[config.mk]
export PLATFORM = sky130hd
export DESIGN_NAME = pst_ctrl
export DESIGN_NICKNAME = d
export VERILOG_FILES = /design/src/pst_pkg.sv /design/src/pst_ctrl.sv
export SDC_FILE = /design/constraint.sdc
export NUM_CORES = 1
export LEC_CHECK = 0
export BUFFER_PORTS_ARGS = -buffer_cell sky130_fd_sc_hd__buf_2
export CAP_MARGIN = 30
export CORE_MARGIN = 4
export CORE_UTILIZATION = 45
export CTS_BUF_LIST = sky130_fd_sc_hd__clkbuf_16
export DETAILED_ROUTE_END_ITERATION = 8
export HOLD_SLACK_MARGIN = 0.05
export PLACE_DENSITY = 0.74
export SLEW_MARGIN = 20
export SYNTH_ARGS = -nofsm -noshare
export SYNTH_HDL_FRONTEND = slang
export SYNTH_SLANG_ARGS = --single-unit
[constraint.sdc]
create_clock -name clk -period 1.3 [get_ports clk]
set_input_delay 0.13 -clock clk [delete_from_list [all_inputs] [get_ports clk]]
set_output_delay 0.13 -clock clk [all_outputs]
set_load 0.05 [all_outputs]
[src/pst_pkg.sv]
// Shared types and constants for the property slot table.
// Used by the controller, the datapath, the top level and the checker.
package pst_pkg;

  localparam int NUM_SLOTS = 64;
  localparam int SLOT_W    = 6;
  localparam int CNT_W     = 7;
  localparam int KEY_W     = 63;
  localparam int ID_W      = 62;
  localparam int ATTR_W    = 8;
  localparam logic [CNT_W-1:0] CMP_MIN_RESET = 7'd32;

  typedef enum logic [2:0] {
    OP_ADD     = 3'd0,
    OP_LOOKUP  = 3'd1,
    OP_SETATTR = 3'd2,
    OP_REMOVE  = 3'd3,
    OP_COMPACT = 3'd4,
    OP_READ    = 3'd5
  } op_t;

  typedef enum logic [1:0] {
    ST_OK    = 2'd0,
    ST_NOKEY = 2'd1,
    ST_FULL  = 2'd2,
    ST_BAD   = 2'd3
  } status_t;

  typedef enum logic [3:0] {
    S_IDLE, S_DISPATCH, S_SCAN, S_SCAN_CHK, S_TRIM,
    S_CMP_CHK, S_CMP_WR, S_READ_OUT, S_DONE
  } state_t;

  typedef enum logic [4:0] {
    A_NONE, A_ACCEPT, A_SET_NOKEY, A_RD_I, A_MATCH, A_NEXT_I, A_MISS,
    A_APPEND, A_FULL, A_BAD, A_REMOVE, A_TRIM, A_CMP_SKIP, A_CMP_RD,
    A_CMP_WR, A_CMP_END, A_RD_SIN, A_READ_OUT, A_EMIT
  } act_t;

  typedef struct packed {
    act_t act;
  } ctrl_cmd_t;

  typedef struct packed {
    logic [2:0] op;
    logic       key_zero;
    logic       i_done;
    logic       match;
    logic       bad_slot;
    logic       slot_full;
    logic       trim_more;
    logic       del_i;
    logic       dc_zero;
    logic       out_free;
  } dp_sts_t;

endpackage

[src/pst_ctrl.sv]
// Controller state machine for the property slot table.
// Depends on pst_pkg; drives one datapath action per cycle.
module pst_ctrl (
  input  logic               clk,
  input  logic               rst,
  input  logic               in_valid,
  input  pst_pkg::dp_sts_t   sts,
  output pst_pkg::ctrl_cmd_t cmd,
  output logic               busy
);
  import pst_pkg::*;

  state_t state, state_next;
  logic   key_op;

  assign key_op = (sts.op == OP_ADD) || (sts.op == OP_LOOKUP) || (sts.op == OP_SETATTR);

  // state register
  always_ff @(posedge clk) begin
    if (rst) state <= S_IDLE;
    else     state <= state_next;
  end

  // next state
  always_comb begin
    state_next = state;
    unique case (state)
      S_IDLE:     if (in_valid) state_next = S_DISPATCH;
      S_DISPATCH: begin
        if (key_op) state_next = sts.key_zero ? S_DONE : S_SCAN;
        else if (sts.op == OP_REMOVE) state_next = sts.bad_slot ? S_DONE : S_TRIM;
        else if (sts.op == OP_COMPACT) state_next = sts.dc_zero ? S_DONE : S_CMP_CHK;
        else if (sts.op == OP_READ) state_next = sts.bad_slot ? S_DONE : S_READ_OUT;
        else state_next = S_DONE;
      end
      S_SCAN:     state_next = sts.i_done ? S_DONE : S_SCAN_CHK;
      S_SCAN_CHK: state_next = sts.match ? S_DONE : S_SCAN;
      S_TRIM:     if (!sts.trim_more) state_next = S_DONE;
      S_CMP_CHK: begin
        if (sts.i_done) state_next = S_DONE;
        else if (!sts.del_i) state_next = S_CMP_WR;
      end
      S_CMP_WR:   state_next = S_CMP_CHK;
      S_READ_OUT: state_next = S_DONE;
      S_DONE:     if (sts.out_free) state_next = S_IDLE;
      default:    state_next = S_IDLE;
    endcase
  end

  // datapath command
  always_comb begin
    cmd.act = A_NONE;
    unique case (state)
      S_IDLE:     if (in_valid) cmd.act = A_ACCEPT;
      S_DISPATCH: begin
        if (key_op) cmd.act = sts.key_zero ? A_SET_NOKEY : A_NONE;
        else if (sts.op == OP_REMOVE) cmd.act = sts.bad_slot ? A_BAD : A_REMOVE;
        else if (sts.op == OP_READ) cmd.act = sts.bad_slot ? A_BAD : A_RD_SIN;
        else cmd.act = A_NONE;
      end
      S_SCAN: begin
        if (!sts.i_done) cmd.act = A_RD_I;
        else if (sts.op != OP_ADD) cmd.act = A_MISS;
        else cmd.act = sts.slot_full ? A_FULL : A_APPEND;
      end
      S_SCAN_CHK: cmd.act = sts.match ? A_MATCH : A_NEXT_I;
      S_TRIM:     if (sts.trim_more) cmd.act = A_TRIM;
      S_CMP_CHK: begin
        if (sts.i_done) cmd.act = A_CMP_END;
        else cmd.act = sts.del_i ? A_CMP_SKIP : A_CMP_RD;
      end
      S_CMP_WR:   cmd.act = A_CMP_WR;
      S_READ_OUT: cmd.act = A_READ_OUT;
      S_DONE:     if (sts.out_free) cmd.act = A_EMIT;
      default:    cmd.act = A_NONE;
    endcase
  end

  assign busy = (state != S_IDLE);

endmodule

==> out/results.ini <==
[run_status]
status = finished with violations
violations = negative setup slack

[floorplan]
die_x_um = 47.57
fp-row-count = 14
ios = 21
initial_utilization = 0.4731
coreArea_um2 = 1489
dieHeight_um = 47.57
dieArea_um2 = 2262

[critical_path]
r2r_start = state[2]$_SDFFE_PP0P_
critical_path.startpoint = state[2]$_SDFFE_PP0P_
critPathBufInv = 1
cp_max_fo = 8
crit_path_cell_trace = nor4b_4 -> nand2_1 -> o32a_1 -> o21ai_4 -> buf_6
crit_arrival_ns = 1.53
start_kind = flip-flop
cp.required_ns = 1.17
critPathCaptureType = primary output
critPathSlowestCell = nor4b_4
crit_path_max_incr_delay_ns = 0.39
worstSetupPathType = flip-flop to primary output
cpLargestDelayFamily = simple AND/OR/NAND/NOR gates

[global_route]
grt_remaining_overflow = 0
grt_pass1_wl_um = 4450
antenna_found_initial = 0
grt_pass1_vias = 1007
grt_start_max_net_pins = 10
grt.total_usage = 0.2756

[clocking]
hold_buffers = 0
cts_tree = done
clkLatencyLatePin_ns = 0.23
cts_inserted_buffers = 3
clkTransAtPathRegs_ns = 0.03
cts_max_level = 1
clockBufferDepth = 2
cts_sinks = 4
cts_root_buffer = clkbuf_16

[finish]
drive_gt1_frac = 0.5423
reg_top3 = state x4
largest_reg_flops = 4
final_common_cell = buf_4
synthToLayoutAreaGrowth_pct = 79.40
final_cell_mix = buf_4, buf_2, buf_6, nand2b_1, nand2_1
fin_nets = 159
finalInstanceArea_um2 = 1264
antenna-diode-count = 0
top_register = state
fin_util = 0.8487

[timing]
post-route-period-util = 1.276
worst_pin_slew_ns = 0.4136
setup_ws_ns = -0.3587
fin_crit_ns = 1.659
rsz0062_at_grt = yes
relSlewSlack = 0.7207
finalSetupViolCount = 10
clock_skew_ns = 0.001426
fmax_mhz = 602.9
hold_viol = 0
finalMaxSlewViolations = 0

[yosys]
synth_edf_count = 0
ys_ff_latch = 4
seq_area_frac_synth = 0.1137
netlist_area_um2 = 704.4
synth.net_count = 111
async_flop_share = 0
synthFlopType = dfxtp_1
synth_cell_types = 43
syn_inst = 96
syn_avg_cell_area_um2 = 7.338
ys.warnings.count = 0

[power_and_ir_drop]
vdd_drop_max_mv = 0.7115
p_leak_nw = 0.5695
power.density_nw_per_um2 = 918.5

[detailed_routing]
viasPerCell = 6.589
drt_iter0_drc = 47
first_pass_iters = 5
ant_nets = 0
via_count = 1041
drc = 0
avgRoutedWirePerCell_um = 19.83
routed_wirelength_um = 3133

[hold_path]
hp-start = rst
hold_path_class = primary input to flip-flop

[placed_design]
postPlaceCellArea_um2 = 997.2
port_buffers = 20
dpl.hpwl_um = 1795
gp_congestion = 0.9301

[job]
cap_violations = 0

[per-layer routing]
metal	vias up	routed length (um)	track usage
met4	0	201	0.1720
li1	458	-	-
met3	22	260	0.03759
met1	486	1214	0.3415
met2	75	1456	0.4465
met5	-	0	0
[power by group]
part	leakage [nW]	switching, W	internal (W)	total (W)
Clock	0.0370	0.000104	0.000395	0.000499
Sequential	0.0352	0.0000215	0.000131	0.000153
Combinational	0.497	0.000274	0.000235	0.000509
[stage by stage]
stage / hold slack, ns / worst slack (ns) / power, W / TNS (ns) / std cells
6_report: 0.1069 / -0.3587 / 0.001161 / -2.020 / 158
5_1_grt: 0.1073 / -0.4774 / 0.001208 / -2.626 / 158
3_3_place_gp: 0.3335 / -0.2158 / 0.0005311 / -0.8924 / 147
3_5_place_dp: 0.3354 / -0.2684 / 0.0005396 / -1.233 / 147
4_1_cts: 0.1039 / -0.3341 / 0.001079 / -1.636 / 154
2_1_floorplan: 0.1991 / -0.4051 / 0.0004194 / -0.8766 / 96
[kinds of logic (layout without fill, tap and decap cells)]
| logic type | after synthesis | in the layout | share of synthesized area |
|---|---|---|---|
| and+or+nand+nor | 45 | 45 | 0.3961 |
| AOI/OAI and AO/OA | 31 | 31 | 0.3304 |
| buffers and inverters | 12 | 58 | 0.1030 |
| DFF | 4 | 4 | 0.1137 |
| muxes | 3 | 3 | 0.04440 |
| xor gates and xnor gates | 1 | 1 | 0.01244 |
[final timing paths]
kind | end | slack (ns) | cells after the start
hold reg to reg | state[3]$_SDFFE_PP0P_ | 0.61 | 2
hold / removal | state[0]$_SDFFE_PP0P_ | 0.11 | 2
setup reg to reg | state[0]$_SDFFE_PP0P_ | -0.17 | 6
setup / recovery | cmd[3] | -0.36 | 5
[area by class of cell]
cell class | instances | area (um^2)
Timing Repair Buffer | 51 | 385.4
Tap cell | 16 | 20.02
Clock buffer | 3 | 75.07
Inverter | 4 | 15.01
Sequential cell | 4 | 92.59
Multi-Input combinational cell | 80 | 675.6
Fill cell | 83 | 225.2
[repair_timing]
item | 4_1_cts | 5_1_grt
pin swaps | 10 | 5
resized for setup | 29 | 10
buffers inserted | 4 | 4
setup endpoints to repair | 10 | 10
[cell usage after synthesis (all sizes together), types with 3 or more instances]
library cell | n | area, um^2
nor2b | 4 | 25.02
inv | 4 | 15.01
o21ai | 4 | 20.01
buf | 6 | 50.04
nand2 | 8 | 30.03
a21oi | 5 | 25.02
and3 | 3 | 18.77
nand2b | 10 | 62.56
dfxtp | 4 | 80.08
nand3 | 4 | 20.02
nand4b | 3 | 26.28
nor2 | 4 | 15.01
nor3 | 4 | 25.02
(Power assumes the default switching activity.)
